===== src/rtl/core/rcss_pkg.sv =====
package rcss_pkg;

   localparam int unsigned MAX_REGIONS      = 32;
   localparam int unsigned MAX_REGION_BYTES = 1048576;

   localparam int unsigned BYTES_W  = 21;
   localparam int unsigned COUNT_W  = 6;
   localparam int unsigned LEN_W    = 26;
   localparam int unsigned TOTAL_W  = BYTES_W + COUNT_W;
   localparam int unsigned REGION_W = 5;
   localparam int unsigned OFFSET_W = 20;

   localparam int unsigned QUEUE_DEPTH = 2;

   localparam logic [1:0] CSR_SRC_BYTES  = 2'd0;
   localparam logic [1:0] CSR_DEST_BYTES = 2'd1;
   localparam logic [1:0] CSR_SRC_COUNT  = 2'd2;
   localparam logic [1:0] CSR_DEST_COUNT = 2'd3;

   // register file contents, already clamped to the legal range
   typedef struct packed {
      logic [BYTES_W-1:0] src_bytes;
      logic [BYTES_W-1:0] dest_bytes;
      logic [COUNT_W-1:0] src_count;
      logic [COUNT_W-1:0] dest_count;
   } cfg_type;

   // one classified request between front and back
   typedef struct packed {
      logic             too_long;
      logic [LEN_W-1:0] len;
   } job_type;

   function automatic logic [BYTES_W-1:0] clamp_bytes(input logic [BYTES_W-1:0] v);
      logic [BYTES_W-1:0] r;
      if (v == '0) begin
         r = BYTES_W'(1);
      end else if (v > BYTES_W'(MAX_REGION_BYTES)) begin
         r = BYTES_W'(MAX_REGION_BYTES);
      end else begin
         r = v;
      end
      return r;
   endfunction

   function automatic logic [COUNT_W-1:0] clamp_count(input logic [COUNT_W-1:0] v);
      logic [COUNT_W-1:0] r;
      if (v > COUNT_W'(MAX_REGIONS)) begin
         r = COUNT_W'(MAX_REGIONS);
      end else begin
         r = v;
      end
      return r;
   endfunction

endpackage


===== src/rtl/core/rcss_front.sv =====
module rcss_front import rcss_pkg::*; (
   input  logic             clock,
   input  logic             reset,
   input  cfg_type          cfg,
   input  logic             req_valid,
   output logic             req_stall,
   input  logic [LEN_W-1:0] req_copy_length,
   output logic             push,
   output job_type          push_job,
   input  logic             queue_full
);

   logic             hold_valid_ff, hold_valid_in;
   logic [LEN_W-1:0] hold_len_ff, hold_len_in;
   logic [TOTAL_W-1:0] src_total, dest_total;
   logic             is_zero, leave, accept;

   assign src_total  = TOTAL_W'(cfg.src_bytes) * TOTAL_W'(cfg.src_count);
   assign dest_total = TOTAL_W'(cfg.dest_bytes) * TOTAL_W'(cfg.dest_count);

   assign is_zero = (hold_len_ff == '0);
   // drop zero-length requests here, never queue them
   assign leave   = hold_valid_ff && (is_zero || !queue_full);
   assign push    = hold_valid_ff && !is_zero && !queue_full;

   assign push_job.len      = hold_len_ff;
   assign push_job.too_long = (TOTAL_W'(hold_len_ff) > src_total) ||
                              (TOTAL_W'(hold_len_ff) > dest_total);

   assign req_stall = hold_valid_ff && !leave;
   assign accept    = req_valid && !req_stall;

   always_comb begin
      hold_valid_in = hold_valid_ff;
      hold_len_in   = hold_len_ff;
      if (accept) begin
         hold_valid_in = 1'b1;
         hold_len_in   = req_copy_length;
      end else if (leave) begin
         hold_valid_in = 1'b0;
      end
   end

   always_ff @(posedge clock) begin
      if (reset) begin
         hold_valid_ff <= 1'b0;
      end else begin
         hold_valid_ff <= hold_valid_in;
      end
      hold_len_ff <= hold_len_in;
   end

endmodule


===== src/rtl/core/rcss_queue.sv =====
module rcss_queue import rcss_pkg::*; (
   input  logic    clock,
   input  logic    reset,
   input  logic    push,
   input  job_type push_job,
   input  logic    pop,
   output job_type head,
   output logic    empty,
   output logic    full
);

   localparam int unsigned PTR_W = (QUEUE_DEPTH > 1) ? $clog2(QUEUE_DEPTH) : 1;
   localparam int unsigned CNT_W = $clog2(QUEUE_DEPTH + 1);

   job_type            entry_ff [QUEUE_DEPTH];
   logic [PTR_W-1:0]   wr_ptr_ff, wr_ptr_in;
   logic [PTR_W-1:0]   rd_ptr_ff, rd_ptr_in;
   logic [CNT_W-1:0]   count_ff, count_in;
   logic               do_push, do_pop;

   assign empty   = (count_ff == '0);
   assign full    = (count_ff == CNT_W'(QUEUE_DEPTH));
   assign head    = entry_ff[rd_ptr_ff];
   assign do_push = push && !full;
   assign do_pop  = pop && !empty;

   function automatic logic [PTR_W-1:0] next_ptr(input logic [PTR_W-1:0] p);
      logic [PTR_W-1:0] r;
      if (p == PTR_W'(QUEUE_DEPTH - 1)) begin
         r = '0;
      end else begin
         r = p + PTR_W'(1);
      end
      return r;
   endfunction

   always_comb begin
      wr_ptr_in = do_push ? next_ptr(wr_ptr_ff) : wr_ptr_ff;
      rd_ptr_in = do_pop ? next_ptr(rd_ptr_ff) : rd_ptr_ff;
      count_in  = count_ff;
      if (do_push && !do_pop) begin
         count_in = count_ff + CNT_W'(1);
      end else if (do_pop && !do_push) begin
         count_in = count_ff - CNT_W'(1);
      end
   end

   always_ff @(posedge clock) begin
      if (reset) begin
         wr_ptr_ff <= '0;
         rd_ptr_ff <= '0;
         count_ff  <= '0;
      end else begin
         wr_ptr_ff <= wr_ptr_in;
         rd_ptr_ff <= rd_ptr_in;
         count_ff  <= count_in;
      end
      if (do_push) begin
         entry_ff[wr_ptr_ff] <= push_job;
      end
   end

endmodule


===== src/rtl/core/rcss_back.sv =====
module rcss_back import rcss_pkg::*; (
   input  logic                clock,
   input  logic                reset,
   input  cfg_type             cfg,
   input  job_type             head,
   input  logic                empty,
   output logic                pop,
   output logic                rsp_valid,
   input  logic                rsp_stall,
   output logic [REGION_W-1:0] rsp_src_region,
   output logic [OFFSET_W-1:0] rsp_src_offset,
   output logic [REGION_W-1:0] rsp_dest_region,
   output logic [OFFSET_W-1:0] rsp_dest_offset,
   output logic [BYTES_W-1:0]  rsp_seg_length,
   output logic                rsp_too_long,
   output logic                rsp_last_segment
);

   typedef enum logic {ST_IDLE, ST_RUN} state_type;

   state_type          state_ff, state_in;
   logic [LEN_W-1:0]   rem_ff, rem_in;
   logic [COUNT_W-1:0] s_ff, s_in, d_ff, d_in;
   logic [BYTES_W-1:0] so_ff, so_in, do_ff, do_in;

   logic                o_valid_ff, o_valid_in;
   logic [REGION_W-1:0] o_sr_ff, o_sr_in, o_dr_ff, o_dr_in;
   logic [OFFSET_W-1:0] o_so_ff, o_so_in, o_do_ff, o_do_in;
   logic [BYTES_W-1:0]  o_len_ff, o_len_in;
   logic                o_err_ff, o_err_in, o_last_ff, o_last_in;

   logic                load_ok;
   logic [BYTES_W-1:0]  src_left, dest_left, bound, seg, so_sum, do_sum;
   logic                is_last;

   assign load_ok   = !o_valid_ff || !rsp_stall;
   assign src_left  = cfg.src_bytes - so_ff;
   assign dest_left = cfg.dest_bytes - do_ff;
   assign bound     = (src_left < dest_left) ? src_left : dest_left;
   assign is_last   = (LEN_W'(bound) >= rem_ff);
   assign seg       = is_last ? rem_ff[BYTES_W-1:0] : bound;
   assign so_sum    = so_ff + seg;
   assign do_sum    = do_ff + seg;

   assign pop = (state_ff == ST_IDLE) && !empty && load_ok;

   always_comb begin
      state_in   = state_ff;
      rem_in     = rem_ff;
      s_in       = s_ff;
      d_in       = d_ff;
      so_in      = so_ff;
      do_in      = do_ff;
      o_valid_in = o_valid_ff && rsp_stall;
      o_sr_in    = o_sr_ff;
      o_dr_in    = o_dr_ff;
      o_so_in    = o_so_ff;
      o_do_in    = o_do_ff;
      o_len_in   = o_len_ff;
      o_err_in   = o_err_ff;
      o_last_in  = o_last_ff;
      unique case (state_ff)
         ST_IDLE: begin
            if (pop) begin
               if (head.too_long) begin
                  o_valid_in = 1'b1;
                  o_sr_in    = '0;
                  o_dr_in    = '0;
                  o_so_in    = '0;
                  o_do_in    = '0;
                  o_len_in   = '0;
                  o_err_in   = 1'b1;
                  o_last_in  = 1'b1;
               end else begin
                  state_in = ST_RUN;
                  rem_in   = head.len;
                  s_in     = '0;
                  d_in     = '0;
                  so_in    = '0;
                  do_in    = '0;
               end
            end
         end
         ST_RUN: begin
            if (load_ok) begin
               o_valid_in = 1'b1;
               o_sr_in    = s_ff[REGION_W-1:0];
               o_dr_in    = d_ff[REGION_W-1:0];
               o_so_in    = so_ff[OFFSET_W-1:0];
               o_do_in    = do_ff[OFFSET_W-1:0];
               o_len_in   = seg;
               o_err_in   = 1'b0;
               o_last_in  = is_last;
               rem_in     = rem_ff - LEN_W'(seg);
               // advance to the next region on a boundary
               if (so_sum == cfg.src_bytes) begin
                  so_in = '0;
                  s_in  = s_ff + COUNT_W'(1);
               end else begin
                  so_in = so_sum;
               end
               if (do_sum == cfg.dest_bytes) begin
                  do_in = '0;
                  d_in  = d_ff + COUNT_W'(1);
               end else begin
                  do_in = do_sum;
               end
               if (is_last) begin
                  state_in = ST_IDLE;
               end
            end
         end
         default: state_in = ST_IDLE;
      endcase
   end

   always_ff @(posedge clock) begin
      if (reset) begin
         state_ff   <= ST_IDLE;
         o_valid_ff <= 1'b0;
      end else begin
         state_ff   <= state_in;
         o_valid_ff <= o_valid_in;
      end
      rem_ff    <= rem_in;
      s_ff      <= s_in;
      d_ff      <= d_in;
      so_ff     <= so_in;
      do_ff     <= do_in;
      o_sr_ff   <= o_sr_in;
      o_dr_ff   <= o_dr_in;
      o_so_ff   <= o_so_in;
      o_do_ff   <= o_do_in;
      o_len_ff  <= o_len_in;
      o_err_ff  <= o_err_in;
      o_last_ff <= o_last_in;
   end

   assign rsp_valid        = o_valid_ff;
   assign rsp_src_region   = o_sr_ff;
   assign rsp_dest_region  = o_dr_ff;
   assign rsp_src_offset   = o_so_ff;
   assign rsp_dest_offset  = o_do_ff;
   assign rsp_seg_length   = o_len_ff;
   assign rsp_too_long     = o_err_ff;
   assign rsp_last_segment = o_last_ff;

endmodule


===== src/rtl/core/region_copy_segment_splitter.sv =====
// Flow: an accepted request is held in the front end, queued, then popped by the
//   back end, which registers its error result or its segments, one segment per
//   cycle while not stalled. A request has at most 63 segments, all registered before
//   the next is popped; a zero-length request is dropped in the front, no result.
// Reset: synchronous, active high; clears all valid state and loads the region
//   registers with 2048 bytes and one region per buffer.
module region_copy_segment_splitter import rcss_pkg::*; (
   input  logic                clock,
   input  logic                reset,
   // configuration write port
   input  logic                csr_write,
   input  logic [1:0]          csr_index,
   input  logic [BYTES_W-1:0]  csr_wdata,
   // request channel
   input  logic                req_valid,
   output logic                req_stall,
   input  logic [LEN_W-1:0]    req_copy_length,
   // segment channel
   output logic                rsp_valid,
   input  logic                rsp_stall,
   output logic [REGION_W-1:0] rsp_src_region,
   output logic [OFFSET_W-1:0] rsp_src_offset,
   output logic [REGION_W-1:0] rsp_dest_region,
   output logic [OFFSET_W-1:0] rsp_dest_offset,
   output logic [BYTES_W-1:0]  rsp_seg_length,
   output logic                rsp_too_long,
   output logic                rsp_last_segment
);

   // Region registers. Clamp on write so front and back see legal sizes only:
   // a zero size reads as one byte, oversize values saturate. A zero count
   // stays zero, which makes any nonzero length an error.
   cfg_type cfg_ff, cfg_in;

   always_comb begin
      cfg_in = cfg_ff;
      if (csr_write) begin
         unique case (csr_index)
            CSR_SRC_BYTES:  cfg_in.src_bytes  = clamp_bytes(csr_wdata);
            CSR_DEST_BYTES: cfg_in.dest_bytes = clamp_bytes(csr_wdata);
            CSR_SRC_COUNT:  cfg_in.src_count  = clamp_count(csr_wdata[COUNT_W-1:0]);
            CSR_DEST_COUNT: cfg_in.dest_count = clamp_count(csr_wdata[COUNT_W-1:0]);
            default:        cfg_in = cfg_ff;
         endcase
      end
   end

   always_ff @(posedge clock) begin
      if (reset) begin
         cfg_ff.src_bytes  <= BYTES_W'(2048);
         cfg_ff.dest_bytes <= BYTES_W'(2048);
         cfg_ff.src_count  <= COUNT_W'(1);
         cfg_ff.dest_count <= COUNT_W'(1);
      end else begin
         cfg_ff <= cfg_in;
      end
   end

   // Front end: hold one request, compare it against both buffer totals,
   // drop zero-length requests, push the rest into the job queue.
   logic    push, queue_full, queue_empty, pop;
   job_type push_job, head;

   rcss_front u_front (
      .clock           (clock),
      .reset           (reset),
      .cfg             (cfg_ff),
      .req_valid       (req_valid),
      .req_stall       (req_stall),
      .req_copy_length (req_copy_length),
      .push            (push),
      .push_job        (push_job),
      .queue_full      (queue_full)
   );

   // Short job queue: lets the front take a new request while the back is
   // still walking the segments of an earlier one.
   rcss_queue u_queue (
      .clock    (clock),
      .reset    (reset),
      .push     (push),
      .push_job (push_job),
      .pop      (pop),
      .head     (head),
      .empty    (queue_empty),
      .full     (queue_full)
   );

   // Back end: walk the byte range with running region/offset counters on
   // each side, cut each segment at the nearest boundary, and register every
   // result transaction; a stalled output backs up through the queue to the front.
   rcss_back u_back (
      .clock            (clock),
      .reset            (reset),
      .cfg              (cfg_ff),
      .head             (head),
      .empty            (queue_empty),
      .pop              (pop),
      .rsp_valid        (rsp_valid),
      .rsp_stall        (rsp_stall),
      .rsp_src_region   (rsp_src_region),
      .rsp_src_offset   (rsp_src_offset),
      .rsp_dest_region  (rsp_dest_region),
      .rsp_dest_offset  (rsp_dest_offset),
      .rsp_seg_length   (rsp_seg_length),
      .rsp_too_long     (rsp_too_long),
      .rsp_last_segment (rsp_last_segment)
   );

endmodule


===== config.mk =====
export PLATFORM = sky130hd
export DESIGN_NAME = region_copy_segment_splitter
export DESIGN_NICKNAME = d
export VERILOG_FILES = /design/src/rtl/core/rcss_pkg.sv /design/src/rtl/core/rcss_front.sv /design/src/rtl/core/rcss_queue.sv /design/src/rtl/core/rcss_back.sv /design/src/rtl/core/region_copy_segment_splitter.sv
export SDC_FILE = /design/constraint.sdc
export NUM_CORES = 1
export LEC_CHECK = 0
export ABC_CLOCK_PERIOD_IN_PS = 10300
export BUFFER_PORTS_ARGS = -buffer_cell sky130_fd_sc_hd__buf_2
export CORE_ASPECT_RATIO = 1.1
export CORE_MARGIN = 1
export CORE_UTILIZATION = 25
export DETAILED_ROUTE_END_ITERATION = 12
export PLACE_DENSITY_LB_ADDON = 0.08
export SLEW_MARGIN = 20
export SYNTH_ARGS = -nofsm -noshare
export SYNTH_HDL_FRONTEND = slang
export SYNTH_HIERARCHICAL = 1
export SYNTH_SLANG_ARGS = --single-unit

===== constraint.sdc =====
create_clock -name clock -period 10.3 [get_ports clock]
set_clock_uncertainty 0.15 [all_clocks]
set_input_delay 1.03 -clock clock [delete_from_list [all_inputs] [get_ports clock]]
set_output_delay 1.03 -clock clock [all_outputs]
set_load 0.05 [all_outputs]

==> results.py <==
metrics = {
    "run_status": {
        "status": "complete, no violations",
    },
    "route": {
        "route.met3.wl_um": 3980,
        "dr_total_vias": 22967,
        "dr.pass1.iters": 6,
        "ant_nets": 0,
        "met1_length_um": 50700,
        "avgRoutedWirePerCell_um": 22.9,
        "vias_per_cell": 4.78,
        "wl_met2_um": 51800,
        "drc": 0,
        "dr.first_iter.drc_count": 1259,
        "wirelength_um": 110000,
        "topRoutingLayerUsed": "met5",
    },
    "worst_setup_path": {
        "critPathTopFamily": "compound AO/OA/AOI/OAI gates",
        "cp_max_fo": 14,
        "r2r_setup_slack_ns": 0.35,
        "required_ns": 10.45,
        "reg2regPathDepth": 41,
        "r2r_end": "u_back/s_ff[0]",
        "slowest_stage": "ha_1",
        "critical_path.endpoint_type": "flip-flop",
        "r2r_start": "u_back/so_ff[1]",
        "cp.arrival_ns": 10.10,
        "max_stage_delay_ns": 0.52,
        "crit_top_cell": "ha_1",
        "start_kind": "flip-flop",
        "worst-setup-path-type": "reg -> reg",
        "cp_num_buf_inv": 7,
    },
    "sta": {
        "maxSlewViolCount": 0,
        "timing.fmax_ghz": 0.100,
        "worst_slew_pin_slew_ns": 1.06,
        "setup_viol": 0,
        "relSlewSlack_pct": 29.4,
        "finalHoldViolCount": 0,
        "post-route-period-util_pct": 96.6,
        "period_minus_slack_ns": 9.95,
    },
    "global_route": {
        "grt_pass1_vias": 23546,
        "overflow": 0,
        "track_usage_pct": 19.1,
        "grt_first_pass_wirelength_um": 160000,
        "grt_start_max_net_pins": 63,
        "antenna_found_initial": 5,
    },
    "clocking": {
        "path_clk_slew_ns": 0.06,
        "cts_sinks": 293,
        "cts-root-buf": "clkbuf_16",
        "clockBufferDepth": 3,
        "hold_buffers": 0,
        "cts_tree": "built",
        "htreeDepth": 2,
        "numCtsBuffers": 40,
        "clkLatencyLatePin_ns": 0.61,
    },
    "final_layout": {
        "regArea_um2": 8180,
        "nFillCells": 11730,
        "multi_input_area_um2": 18400,
        "instances_no_fill": 4800,
        "area_growth_pct": 19.6,
        "final_nets": 3752,
        "drive_above_1_share_pct": 17.0,
        "final_core_util_pct": 30.2,
    },
    "synthesis": {
        "synthMuxAreaShare_pct": 2.44,
        "synth_compound_area_share_pct": 15.0,
        "synth_top_family_by_area": "adder cells",
        "synthAdderAreaFrac_pct": 23.3,
        "synth_area_leaders": "edfxtp_1, ha_1, fa_1",
        "mappedNetlistArea_um2": 28000,
        "syn_inst": 2986,
        "synth_cell_types": 95,
        "yosys_warnings": 6,
        "yosys.area.top_type_share_pct": 24.8,
        "synth-seq-area-share_pct": 29.2,
        "synth-simple-area-share_pct": 18.2,
        "syn-num-nets": 3466,
        "synth_ff_type": "edfxtp_1",
        "synth-seq-cells": 293,
        "synthXorXnorAreaFrac_pct": 5.82,
        "synth_top_cell_by_area": "edfxtp_1",
        "syn_area_per_cell_um2": 9.37,
        "synth_edf_count": 231,
        "synth-async-reset-ratio_pct": 0,
    },
    "floorplan": {
        "num_rows": 128,
        "dieHeight_um": 353,
        "dieArea_um2": 113000,
        "pin_count": 129,
        "die_w_um": 321,
        "initial_core_util_pct": 25.2,
        "core-area_um2": 111000,
    },
    "place": {
        "gp_congestion": 0.913,
        "dp_hpwl_um": 90400,
        "portBuffers": 128,
        "placedCellCount": 4711,
    },
    "min_path": {
        "holdPathStages": 2,
        "worstHoldStart": "u_queue/wr_ptr_ff",
        "min_to": "u_queue/wr_ptr_ff",
        "min_path_type": "reg -> reg",
    },
    "flow_run": {
        "max_cap_violations": 0,
    },
}
[per-stage QoR]
step | worst slack (ns) | TNS (ns) | instance area, µm² | hold WS (ns)
4_1_cts | 0.0626 | 0 | 33100 | 0.341
2_1_floorplan | 0.554 | 0 | 28000 | 0.302
5_1_grt | -0.0324 | -0.199 | 33500 | 0.391
3_3_place_gp | -0.178 | -2.41 | 31600 | 0.318
6_report | 0.348 | 0 | 33500 | 0.339
3_5_place_dp | -0.0760 | -0.766 | 31600 | 0.331
[cell families (layout without fill, tap and decap cells)]
family                   count (synthesis)  in the layout
flip-flops                             293            293
XOR/XNOR                               170            170
AND/OR/NAND/NOR                        981            981
other                                    0              1
adder cells (fa/ha/maj)                426            426
multiplexers                            62             62
AO/OA/AOI/OAI                          619            619
buffers and inverters                  435            753
[synthesized netlist by cell type, types with 14 or more instances]
cell type  count
a211oi_1      29
a211oi_2      14
a21o_1        72
a21oi_1      197
and2_1       254
and3_1        24
clkbuf_1      66
dfxtp_1       62
edfxtp_1     231
fa_1         159
ha_1         267
inv_1        349
mux2_2        50
nand2_1      220
nand2b_1      18
nand3_1       40
nand4_1       26
nor2_1       216
nor2b_1       47
nor3_1        39
nor4_1        24
o211ai_1      14
o21a_1        31
o21ai_0       93
o21bai_1      20
or3_1         16
xnor2_1       96
xor2_1        64
[worst reg2reg max path: cells and delay by family, from the launching register on]
family	cells	cell delay [ns]
buffers and inverters	7	1.15
adders and majority gates	4	1.34
and+or+nand+nor	11	2.56
muxes	1	0.37
AOI/OAI and AO/OA	18	3.70
DFF	1	0.39
[metal layers]
| layer | up-vias | global-route usage [%] |
|---|---|---|
| met5 | - | 0 |
| met4 | 2 | 5.71 |
| met3 | 116 | 2.16 |
| met2 | 490 | 31.9 |
| met1 | 11402 | 25.9 |
| li1 | 10957 | - |
[layout by cell type (no fill, tap or decap), types with 24 or more instances in the layout]
cell / instances
fa_1: 157
clkbuf_16: 42
nand4_1: 26
nor2b_1: 45
o21ai_0: 81
ha_1: 263
a21o_1: 72
a211oi_1: 26
mux2_2: 50
nand2_1: 220
and2_1: 253
nor3_1: 37
a21oi_1: 182
edfxtp_1: 231
and3_1: 24
xor2_1: 63
dfxtp_1: 61
o21a_1: 30
xnor2_1: 93
buf_2: 128
buf_4: 192
inv_1: 343
nand3_1: 38
nor2_1: 214
[final cells by class]
type,instances,share of cell area [%]
multi-input cells,2258,55.1
clock inverters,22,0.987
flip-flops and latches,293,24.4
well taps,1495,5.59
diodes,1,0.00748
inverters,350,3.93
clock buffers,52,3.31
repair buffers,329,6.64
[registers in the layout, summed over array words and instances (netlist names), 21 cells and up, named ones only]
register,flops
u_front/hold_len_ff,26
u_queue/entry_ff,54
u_back/rsp_seg_length,21
u_back/do_ff,21
cfg_ff,54
u_back/rem_ff,26
u_back/so_ff,21
[how the worst max path moves through the flow]
stage / from / to / slack [ns] / cells past startpoint
finish: u_back/so_ff[1] / u_back/s_ff[0] / 0.35 / 41
global route: u_back/so_ff[1] / u_back/do_ff[5] / -0.03 / 46
CTS: u_back/so_ff[1] / u_back/d_ff[4] / 0.06 / 42
detailed placement: u_back/so_ff[2] / u_back/d_ff[4] / -0.08 / 41
global placement: u_back/so_ff[2] / u_back/s_ff[4] / -0.18 / 40
floorplan: u_back/so_ff[1] / u_back/d_ff[0] / 0.55 / 40
[repair_timing]
item,4_1_cts,5_1_grt
pin swaps,0,15
gates resized for setup,4,71
gates cloned,0,1
setup endpoints to repair,36,54
buffers inserted,0,13
Power is not shown: default switching activity piles up to over one toggle a cycle in this logic, so the estimate is an artifact.
